File: src/sv/vrra_pkg.sv
`timescale 1ns / 1ps
// Shared types and constants of the variable record ring allocator.
// Field widths, operation and status codes, controller states, result struct.
// No dependencies.
package vrra_pkg;

  // Widths of the transaction fields
  localparam int unsigned FUNC_W   = 2;
  localparam int unsigned BYTES_W  = 16;
  localparam int unsigned STATUS_W = 3;
  localparam int unsigned OFFSET_W = 12;
  localparam int unsigned SIZE_W   = 13;

  // Requested size after rounding up to 8 bytes needs one bit more
  localparam int unsigned RSZ_W = BYTES_W + 1;
  localparam logic [RSZ_W-1:0] ALIGN_LOW = RSZ_W'(7);

  typedef enum logic [FUNC_W-1:0] {
    FUNC_CLAIM   = 2'd0,
    FUNC_PUBLISH = 2'd1,
    FUNC_FRONT   = 2'd2,
    FUNC_POP     = 2'd3
  } func_t;

  typedef enum logic [STATUS_W-1:0] {
    ST_OK           = 3'd0,
    ST_SIZE_REJECT  = 3'd1,
    ST_NO_SPACE     = 3'd2,
    ST_PAD_NO_SPACE = 3'd3,
    ST_EMPTY        = 3'd4,
    ST_CORRUPT      = 3'd5
  } status_t;

  typedef enum logic [2:0] {
    S_IDLE,
    S_CLAIM,
    S_CLAIM_REC,
    S_HDR_FIRST,
    S_HDR_SECOND,
    S_RESP
  } state_t;

  typedef struct packed {
    logic [STATUS_W-1:0] status;
    logic [OFFSET_W-1:0] rec_offset;
    logic [SIZE_W-1:0]   rec_size;
    logic                queue_empty;
  } rsp_t;

endpackage

File: src/sv/vrra_rsp_if.sv
`timescale 1ns / 1ps
// Response channel of the ring allocator: status, record offset and size, empty flag.
// Depends on vrra_pkg.
interface vrra_rsp_if;
  logic                          valid;
  logic                          ready;
  logic [vrra_pkg::STATUS_W-1:0] status;
  logic [vrra_pkg::OFFSET_W-1:0] rec_offset;
  logic [vrra_pkg::SIZE_W-1:0]   rec_size;
  logic                          queue_empty;

  modport source (output valid, output status, output rec_offset, output rec_size,
                  output queue_empty, input ready);
  modport sink   (input valid, input status, input rec_offset, input rec_size,
                  input queue_empty, output ready);
endinterface

File: src/sv/vrra_out_reg.sv
`timescale 1ns / 1ps
// Output register of the ring allocator: holds one response until it is taken.
// Depends on vrra_pkg and vrra_rsp_if.
module vrra_out_reg (
  input  logic           clk,
  input  logic           rst,
  input  logic           in_valid,
  output logic           in_ready,
  input  vrra_pkg::rsp_t in_data,
  vrra_rsp_if.source     rsp
);

  logic           full;
  vrra_pkg::rsp_t data;

  // Accept a new response when empty or when the held one leaves
  assign in_ready = !full || rsp.ready;

  always_ff @(posedge clk) begin
    if (rst) begin
      full <= 1'b0;
    end else if (in_valid && in_ready) begin
      full <= 1'b1;
    end else if (rsp.ready) begin
      full <= 1'b0;
    end
  end

  always_ff @(posedge clk) begin
    if (in_valid && in_ready) begin
      data <= in_data;
    end
  end

  assign rsp.valid       = full;
  assign rsp.status      = data.status;
  assign rsp.rec_offset  = data.rec_offset;
  assign rsp.rec_size    = data.rec_size;
  assign rsp.queue_empty = data.queue_empty;

endmodule

File: src/flat_wrapper.sv
// flat-port wrapper written by rule: the top's interface ports become plain ports
module vrra_out_reg_flat 
  (clk, rst, in_valid, in_ready, in_data, rsp_valid, rsp_status, rsp_rec_offset, rsp_rec_size, rsp_queue_empty, rsp_ready);
  vrra_rsp_if rsp_i ();
  input  logic clk;
  input  logic rst;
  input  logic in_valid;
  output logic in_ready;
  input  vrra_pkg::rsp_t in_data;
  output wire logic [$bits(rsp_i.valid)-1:0] rsp_valid;
  output wire logic [$bits(rsp_i.status)-1:0] rsp_status;
  output wire logic [$bits(rsp_i.rec_offset)-1:0] rsp_rec_offset;
  output wire logic [$bits(rsp_i.rec_size)-1:0] rsp_rec_size;
  output wire logic [$bits(rsp_i.queue_empty)-1:0] rsp_queue_empty;
  input wire logic [$bits(rsp_i.ready)-1:0] rsp_ready;
  assign rsp_valid = rsp_i.valid;
  assign rsp_status = rsp_i.status;
  assign rsp_rec_offset = rsp_i.rec_offset;
  assign rsp_rec_size = rsp_i.rec_size;
  assign rsp_queue_empty = rsp_i.queue_empty;
  assign rsp_i.ready = rsp_ready;
  vrra_out_reg u_core (.clk(clk), .rst(rst), .in_valid(in_valid), .in_ready(in_ready), .in_data(in_data), .rsp(rsp_i));
endmodule
File: config.mk
export PLATFORM = sky130hd
export DESIGN_NAME = vrra_out_reg_flat
export DESIGN_NICKNAME = d
export VERILOG_FILES = /design/src/sv/vrra_pkg.sv /design/src/sv/vrra_rsp_if.sv /design/src/sv/vrra_out_reg.sv /design/src/flat_wrapper.sv
export SDC_FILE = /design/constraint.sdc
export NUM_CORES = 1
export LEC_CHECK = 0
export BUFFER_PORTS_ARGS = -buffer_cell sky130_fd_sc_hd__buf_4
export CAP_MARGIN = 0
export CORE_MARGIN = 8
export CORE_UTILIZATION = 34
export CTS_CLUSTER_DIAMETER = 30
export DETAILED_ROUTE_END_ITERATION = 10
export PLACE_DENSITY = 0.67
export SLEW_MARGIN = 5
export SYNTH_ARGS = -nofsm -noshare
export SYNTH_HDL_FRONTEND = slang
export SYNTH_SLANG_ARGS = --single-unit
File: constraint.sdc
create_clock -name clk -period 1.2 [get_ports clk]
set_input_delay 0.12 -clock clk [delete_from_list [all_inputs] [get_ports clk]]
set_output_delay 0.12 -clock clk [all_outputs]
set_load 0.1 [all_outputs]
==> impl_metrics.csv, run 1 <==
group,metric,value,unit
routing,viasPerCell,4.17,
die,io_pins,64,
placed_design,placed_area,1440,sq um
worst_setup_path,crit_chain,"nand2b_4 -> and2_4",
flow_run,drv_cap,0,
sta,final.min_clock_period,1.15,ns
worst_setup_path,cp_slowest_cell,"and2_4",
die,core_area,2660,sq um
hold_path,hp-class,"primary input to flop",
worst_setup_path,regToRegStartpoint,"u_core.rsp.valid",
routing,vias,692,
cells_and_area,nFillCells,189,
clock_network,cts_tree,"yes",
yosys,ys_seq_elements,30,
sta,finalHoldViolCount,0,
die,die_x,68.2,um
die,rows,19,
cells_and_area,antenna_cells,0,
placed_design,dpl.cell_count,128,
cells_and_area,design_area,1790,sq um
routing,final_antenna_net_count,0,
worst_setup_path,regToRegSetupSlack,0.05,ns
power,clock_power_share,21.0,%
yosys,synth_compound_area_share,0.946,%
grt,grt_pass1_wl,3680,um
worst_setup_path,cp_max_fo,29,
die,fp.dieArea,4650,sq um
yosys,synth_fa_ha_area_share,0,%
cells_and_area,layout.nets,167,
hold_path,min_path_cells,3,
grt,antenna_found_initial,0,
worst_setup_path,timing.rr.end,"u_core.rsp.rec_size[1]",
power,switching_power,0.852,mW
sta,rsz0062_at_grt,"false",
run_status,status,"finished, final reports clean",
clock_network,numCtsBuffers,5,
placed_design,post-place-ws,0.0647,ns
yosys,yosysWarningCount,0,
grt,grt_start_max_net_pins,30,
worst_setup_path,setup.worst_path.end_class,"flop",
cells_and_area,layout-drive-gt1-share,53.3,%
clock_network,cts_max_level,2,
sta,slew_headroom,75.2,%
cells_and_area,fin_cells,166,
cells_and_area,syn2layout_area_growth,93.4,%
clock_network,clk_root_buffer_cell,"clkbuf_4",
clock_network,ctsResizeCount,0,
hold_path,holdCritStartpoint,"in_valid",
grt,grtUsageTotal,11.0,%
routing,totalWireLength,2540,um
yosys,netlist_instances,34,
sta,slew_violations,0,
yosys,synth_simple_gate_area_share,2.43,%
yosys,synth_nets,67,
power,power.density,1390,nW/um^2
worst_setup_path,required,1.18,ns
clock_network,cts.sinks,30,
sta,worst_pin_slew,0.371,ns
sta,setup-violations-final,0,
die,die_height,68.2,um
sta,period_share,96.2,%
power,power.internal,1.64,mW
clock_network,clk_latency,0.31,ns
grt,grt_pass1_vias,772,
worst_setup_path,reg2reg_depth,2,
power,pwr-share-comb,29.2,%
placed_design,port_buffers,63,
routing,drc_errors,0,
yosys,syn_area,926,sq um
routing,drtIter0Drc,6,
worst_setup_path,worstSetupPathType,"flop to flop",
sta,fmax,867,MHz
grt,grt-ovfl-total,0,
worst_setup_path,worst_path_largest_cell_delay,0.38,ns
yosys,syn_area_per_cell,27.2,sq um
sta,setup_ws,0.0460,ns
yosys,seq_area_frac_synth,96.2,%
sta,skew,0.00453,ns
yosys,yosysUniqueCellTypes,6,
power,cellLeakagePower,0.764,nW
worst_setup_path,cp.arrival,1.13,ns
power,vdd_ir_drop_max,1.15,mV
worst_setup_path,cp-start-kind,"flop",
power,p_seq_share,49.7,%
hold_path,worstHoldEndpoint,"u_core.rsp.valid",
routing,drt-wirelength-per-cell,15.3,um
placed_design,gp_congestion,0.630,
yosys,synth.mux.area_fraction,0,%
die,initial_utilization,34.8,%
cells_and_area,layout_common_cells,"buf_4, dlygate4sd3_1, edfxtp_1",
routing,drt-pass1-iter-count,4,
clock_network,clk_path_buf_depth,2,
yosys,synth_top_family_by_area,"simple AND/OR/NAND/NOR gates",
clock_network,clk_pin_slew,0.09,ns
cells_and_area,final_common_cell,"buf_4",
power,p_sw_share,34.3,%
yosys,synth_xor_area_share,0,%
## state kept, by name, indices dropped and copies added (netlist names)
signal,cells
u_core.rsp.status,3
u_core.rsp.valid,1
u_core.rsp.rec_offset,12
u_core.rsp.rec_size,13
u_core.rsp.queue_empty,1
## kinds of logic after synthesis
logic type,count (synthesis)
flops,30
simple gates,2
buf+inv,1
compound gates,1
## routing by layer
metal	share of wire (%)	vias up	GRT usage (%)	routed length, um
met5	0	-	0	0
met1	36	307	11.2	903
met2	46	52	16.3	1180
li1	-	331	-	-
met3	18	2	9.00	452
met4	0.16	0	4.60	4
## worst max-delay path by stage
stage / slack, ns / cells past startpoint / end / start
finish: 0.05 / 2 / u_core.rsp.rec_size[1] / u_core.rsp.valid
global route: 0.004 / 2 / u_core.rsp.rec_offset[5] / u_core.rsp.valid
CTS: 0.03 / 2 / in_ready / u_core.rsp.valid
detailed placement: 0.06 / 2 / u_core.rsp.rec_size[4] / u_core.rsp.valid
global placement: 0.08 / 2 / u_core.rsp.rec_size[4] / u_core.rsp.valid
floorplan: -0.27 / 2 / u_core.rsp.queue_empty / u_core.rsp.valid
## cell type report
cell class | count | area (sq um) | area share (%)
Clock buffer | 5 | 37.5 | 2.10
Tap cell | 31 | 38.8 | 2.17
Timing Repair Buffer | 93 | 773 | 43.2
Inverter | 1 | 3.75 | 0.210
Sequential cell | 30 | 895 | 50.0
Clock inverter | 3 | 11.3 | 0.629
Multi-Input combinational cell | 3 | 31.3 | 1.75
## critical path: cells and delay by family (launching register included)
family	cells	cell delay, ns
and+or+nand+nor	2	0.45
DFF	1	0.36
## timing repair
item	in CTS	in global routing
endpoints found under the hold margin	30	0
hold buffers	30	0
buffers inserted	0	0
## through the flow
step           setup TNS (ns)  hold WS, ns  util, %  total power, mW
5_1_grt                     0       0.0459     67.2             2.58
3_5_place_dp                0        0.270     54.1             1.91
3_3_place_gp                0        0.267     54.1             1.90
4_1_cts                     0       0.0262     67.2             2.50
2_1_floorplan           -7.82        0.173        -             1.73
6_report                    0       0.0528     67.2             2.49
## cells in the mapped netlist
master / count / area (sq um)
nand2b_4: 1 / 13.8
a21oi_2: 1 / 8.76
and2_4: 1 / 8.76
edfxtp_1: 29 / 871
inv_1: 1 / 3.75
dfxtp_1: 1 / 20.0
## power by group through the flow
stage	registers (mW)	clock network (mW)	logic, mW
floorplan	1.69	0	0.0385
global placement	1.26	0	0.644
detailed placement	1.26	0	0.649
CTS	1.24	0.538	0.727
global route	1.24	0.586	0.748
finish	1.24	0.523	0.727
Note: power is estimated with default switching activity, not from simulation.
==> inputs of run 2 (changes only) <==
CELL_PAD_IN_SITES_DETAIL_PLACEMENT = 1   (was default)
CELL_PAD_IN_SITES_GLOBAL_PLACEMENT = 1   (was default)
CORE_UTILIZATION = 31   (was 34)
PLACE_DENSITY = 0.76   (was 0.67)
==> run 2 against run 1 <==
  * Non-clock buffer count did not move
  * Global-route usage rose by 2.0 points
  * Cell count rose by 1.2%
  * Combinational power rose by 0.7%
  * Critical path depth did not move
  * Worst hold slack got worse by 0.0041 ns
  * Highest routed layer unchanged
==> impl_metrics.csv, run 2 (synthesized netlist as in run 1, its figures left out) <==
group,metric,value,unit
run_status,status,"finished, final reports clean",
routing,wl_met1,1050,um
die,initial_utilization,31.4,%
die,rows,20,
die,io_pins,64,
cells_and_area,layout-drive-gt1-share,54.1,%
placed_design,port_buffers,63,
worst_setup_path,startpoint,"u_core.rsp.valid",
sta,final.min_clock_period,1.18,ns
clock_network,clk_root_buffer_cell,"clkbuf_4",
die,die_height,70.7,um
clock_network,ctsResizeCount,0,
power,cellLeakagePower,0.766,nW
worst_setup_path,cp-start-kind,"flop",
worst_setup_path,regToRegStartpoint,"u_core.rsp.valid",
clock_network,cts_setup_buffers,0,
worst_setup_path,cp_slowest_cell,"dfxtp_4",
routing,final_antenna_net_count,0,
worst_setup_path,cp.arrival,1.06,ns
sta,setup-violations-final,0,
die,die_x,70.7,um
cells_and_area,layout_common_cells,"buf_4, dlygate4sd3_1, edfxtp_1",
placed_design,gp_congestion,0.651,
routing,drtIter0Drc,25,
routing,drt-wirelength-per-cell,17.7,um
sta,fmax,847,MHz
die,fp.dieArea,4990,sq um
cells_and_area,final_common_cell,"buf_4",
routing,vias,705,
routing,met2WireLength,1440,um
hold_path,hp-class,"primary input to flop",
clock_network,cts_max_level,2,
grt,grt_pass1_vias,895,
sta,slew_violations,0,
routing,viasPerCell,4.20,
clock_network,cts_tree,"yes",
worst_setup_path,required,1.08,ns
cells_and_area,syn2layout_area_growth,93.8,%
clock_network,numCtsBuffers,5,
routing,drt-pass1-iter-count,2,
sta,fin_setup_tns,0,ns
worst_setup_path,worst_path_largest_cell_delay,0.37,ns
worst_setup_path,crit_chain,"nand2b_4 -> buf_4",
sta,fin_hold_ws,0.0487,ns
grt,grt-ovfl-total,0,
cells_and_area,antenna_cells,0,
power,power.density,1400,nW/um^2
worst_setup_path,setup.worst_path.end_class,"output port",
sta,slew_headroom,75.2,%
worst_setup_path,cp_max_fo,3,
clock_network,clk_path_buf_depth,2,
flow_run,drv_cap,0,
routing,wl_met3,468,um
routing,top_layer_used,"met4",
routing,totalWireLength,2970,um
routing,drc_errors,0,
grt,grt_start_max_net_pins,30,
cells_and_area,largest_reg_flops,13,
grt,grtUsageTotal,13.0,%
hold_path,holdCritStartpoint,"in_valid",
worst_setup_path,worstSetupPathType,"flop to output port",
placed_design,placed_area,1440,sq um
sta,worst_pin_slew,0.372,ns
sta,finalHoldViolCount,0,
clock_network,cts.sinks,30,
sta,period_share,98.3,%
clock_network,clk_latency,0.32,ns
grt,antenna_found_initial,0,
sta,rsz0062_at_grt,"true",
power,vdd_ir_drop_max,0.809,mV
sta,skew,0.00529,ns
grt,grt_pass1_wl,4870,um
cells_and_area,design_area,1790,sq um
clock_network,clk_pin_slew,0.09,ns
cells_and_area,layout.nets,167,
die,core_area,2950,sq um
-- run 2: cell types whose count changed in the layout (fill, tap and decap cells not counted), sizes merged --
cell / before / now
clkbuf: 5 / 6
clkinv: 3 / 2
-- run 2: critical path: cells and delay by family (launching register included) --
family / cells / cell delay (ns)
buf+inv: 1 / 0.29
simple gates: 1 / 0.08
flops: 1 / 0.37
-- run 2: layer usage --
layer | up-vias | track usage, %
met1 | 325 | 12.2
li1 | 331 | -
met2 | 46 | 21.4
met5 | - | 0
met4 | 0 | 3.46
met3 | 3 | 10.3
-- run 2: what timing repair did --
item | 4_1_cts | 5_1_grt
hold endpoints to repair | 30 | 0
hold buffers | 30 | 0
endpoints found under the setup margin | 0 | 30
-- run 2: per-stage QoR --
step           std cells  setup slack [ns]  total power, mW  utilization [%]
2_1_floorplan         34            -0.270             1.73                -
3_3_place_gp         130            0.0769             1.90             48.9
3_5_place_dp         130            0.0380             1.91             48.9
4_1_cts              168            0.0130             2.53             60.8
5_1_grt              168           -0.0198             2.61             60.8
6_report             168            0.0199             2.52             60.8
-- run 2: path summary, 6_finish.rpt --
kind                                    to  slack (ns)  depth (start not counted)
hold reg to reg           u_core.rsp.valid        0.53                          2
setup / recovery                  in_ready        0.02                          2
setup reg to reg  u_core.rsp.rec_offset[3]        0.03                          2
hold / removal            u_core.rsp.valid        0.05                          3
-- run 2: final cells by class --
cell class                      instances  area (sq um)
Clock buffer                            6          41.3
Clock inverter                          2          8.76
Fill cell                             280          1160
Inverter                                1          3.75
Multi-Input combinational cell          3          31.3
Sequential cell                        30           895
Tap cell                               33          41.3
Timing Repair Buffer                   93           773
-- run 2: report_power, final --
part	total (mW)	internal, mW	switching (mW)
Clock	0.545	0.220	0.325
Combinational	0.732	0.208	0.524
Sequential	1.24	1.22	0.0201
==> inputs of run 3 (changes only) <==
ABC_AREA = 1   (was default)
GPL_TIMING_DRIVEN = 1   (was default)
==> run 3 against run 2 <==
  * Synthesized cell count increased by 2.9%
  * Sequential power about the same
  * Sequential cell count unchanged
  * Maximum frequency increased by 2.7%
  * Sequential share of layout area decreased by 0.85 points
  * Die area decreased by 0.62%
  * Clock power increased by 1%
  * Non-clock buffer count increased by 2
  * Clock skew increased by 0.0041 ns
  * Largest cell class unchanged
  * Largest power group unchanged
  * Highest routed layer unchanged
==> impl_metrics.csv, run 3 <==
group,metric,value,unit
run_status,status,"finished, final reports clean",
clock_network,cts_max_level,2,
sta,slew_violations,0,
grt,grt_start_max_net_pins,18,
clock_network,clk_root_buffer_cell,"clkbuf_4",
sta,setup-violations-final,0,
power,p_seq_share,48.7,%
cells_and_area,largest_reg_flops,13,
clock_network,cts_tree,"yes",
yosys,synth.mux.area_fraction,0,%
yosys,synth_simple_gate_area_share,0.681,%
routing,drt-pass1-iter-count,4,
hold_path,hp-class,"primary input to flop",
routing,drt-wirelength-per-cell,20.1,um
yosys,yosysWarningCount,0,
power,switching_power,0.906,mW
yosys,netlist_instances,35,
yosys,ys_seq_elements,30,
yosys,synth_top_family_by_area,"compound AO/OA/AOI/OAI gates",
flow_run,drv_cap,0,
power,p_sw_share,35.5,%
yosys,synth_xor_area_share,0,%
sta,finalHoldViolCount,0,
die,fp.dieArea,4960,sq um
grt,grt-busiest-layer,"met2",
cells_and_area,layout.nets,170,
yosys,ys_async_sr_fraction,0,%
yosys,synth_most_common_cell,"edfxtp_1",
yosys,synth_compound_area_share,1.50,%
hold_path,worstHoldEndpoint,"u_core.rsp.valid",
cells_and_area,fin_util,65.6,%
worst_setup_path,cp.arrival,1.03,ns
worst_setup_path,worstSetupPathType,"flop to output port",
cells_and_area,antenna_cells,0,
worst_setup_path,cp_max_fo,3,
routing,vias,739,
worst_setup_path,regToRegSetupSlack,0.13,ns
worst_setup_path,required,1.08,ns
worst_setup_path,startpoint,"u_core.rsp.valid",
die,die_height,70.4,um
grt,grtUsageMet1,14.5,%
power,power.density,1400,nW/um^2
yosys,synth_top_area_share,94.8,%
routing,drc_errors,0,
sta,skew,0.00943,ns
worst_setup_path,timing.rr.end,"u_core.rsp.status[2]",
grt,gr-usage-met3,9.75,%
cells_and_area,final_common_cell,"buf_4",
power,power.internal,1.65,mW
cells_and_area,nFillCells,231,
placed_design,gp_congestion,0.644,
power,vdd_ir_drop_max,0.997,mV
die,initial_utilization,33.0,%
clock_network,clk_path_buf_depth,2,
yosys,yosysUniqueCellTypes,7,
yosys,seq_area_frac_synth,97.0,%
hold_path,min_path_cells,4,
clock_network,clk_latency,0.32,ns
sta,worst_pin_slew,0.299,ns
grt,grt_pass1_wl,5280,um
hold_path,holdCritStartpoint,"rsp_ready",
yosys,synth_fa_ha_area_share,0,%
die,rows,19,
worst_setup_path,setup.worst_path.end_class,"output port",
yosys,syn_area,918,sq um
clock_network,cts.sinks,30,
clock_network,clk_pin_slew,0.10,ns
die,io_pins,64,
routing,viasPerCell,4.37,
cells_and_area,regArea,895,sq um
yosys,synth_nets,68,
power,clock_power_share,21.6,%
cells_and_area,multiInputGateArea,31.3,sq um
grt,grtUsageTotal,13.9,%
placed_design,port_buffers,63,
yosys,synth_ff_type,"edfxtp_1",
yosys,syn_area_per_cell,26.2,sq um
routing,final_antenna_net_count,0,
cells_and_area,syn2layout_area_growth,98.8,%
sta,rsz0062_at_grt,"false",
grt,grt-ovfl-total,0,
worst_setup_path,regToRegStartpoint,"u_core.rsp.valid",
grt,grt_pass1_vias,933,
placed_design,placed_area,1470,sq um
sta,slew_headroom,80.3,%
routing,drtIter0Drc,23,
sta,fmax,870,MHz
grt,use_met2,22.1,%
die,die_x,70.4,um
cells_and_area,layout_common_cells,"buf_4, dlygate4sd3_1, edfxtp_1",
cells_and_area,design_area,1830,sq um
power,p_total,2.55,mW
yosys,yosys.area.top_type,"edfxtp_1",
yosys,synthTopCellsByArea,"edfxtp_1, dfxtp_1, a21oi_2, nand2_2, a21oi_1",
sta,period_share,95.8,%
grt,antenna_found_initial,0,
worst_setup_path,cp-start-kind,"flop",
die,core_area,2780,sq um
power,cellLeakagePower,0.777,nW
sta,fin_setup_tns,0,ns
cells_and_area,layout-drive-gt1-share,54.3,%
yosys,synth_enable_flop_cells,29,
routing,totalWireLength,3400,um
clock_network,numCtsBuffers,5,
worst_setup_path,reg2reg_depth,2,
sta,final.min_clock_period,1.15,ns
power,pwr-share-comb,29.7,%
==> run 3: cell type report <==
cell class                      count  area share [%]
Inverter                            2           0.411
Clock inverter                      3           0.617
Clock buffer                        5            2.06
Tap cell                           31            2.12
Timing Repair Buffer               95            44.1
Sequential cell                    30            49.0
Multi-Input combinational cell      3            1.71
==> run 3: timing repair <==
action                                 in CTS  in global routing
endpoints found under the hold margin      30                  0
hold buffers                               30                  0
buffers inserted                            0                  0
setup endpoints to repair                   0                  1
gates resized for setup                     0                  1
==> run 3: stage by stage <==
step | hold WS, ns | setup WS, ns | instances
global route | 0.0994 | 0.0110 | 169
CTS | 0.0655 | 0.0219 | 169
floorplan | 0.173 | -0.216 | 35
finish | 0.103 | 0.0507 | 169
detailed placement | 0.273 | 0.161 | 131
global placement | 0.266 | 0.179 | 131
==> run 3: logic make-up after synthesis <==
logic type / after synthesis
AOI/OAI and AO/OA: 2
buffers and inverters: 2
DFF: 30
and+or+nand+nor: 1
==> run 3: power groups by stage <==
stage                     logic, mW  registers [mW]  clock network [mW]
after CTS                     0.746            1.24               0.535
after floorplan              0.0392            1.69                   0
after detailed placement      0.667            1.26                   0
after global routing          0.778            1.25               0.613
final                         0.759            1.24               0.551
after global placement        0.661            1.26                   0
==> run 3: worst max path at each step <==
stage	endpoint	cells past startpoint	slack, ns
floorplan	u_core.rsp.queue_empty	1	-0.22
global route	in_ready	2	0.01
global placement	u_core.rsp.status[2]	2	0.18
detailed placement	u_core.rsp.rec_offset[7]	2	0.16
CTS	in_ready	2	0.02
finish	in_ready	2	0.05
==> run 3: layer usage <==
| layer | share of wire, % | vias up |
|---|---|---|
| met5 | 0 | - |
| li1 | - | 340 |
| met2 | 46 | 48 |
| met1 | 37 | 349 |
| met4 | 0.47 | 0 |
| met3 | 16 | 2 |
==> run 3: critical path, cell delays in order (launching register included) <==
cell,delay (ns)
dfxtp_4,0.38
nand2_2,0.10
buf_6,0.23
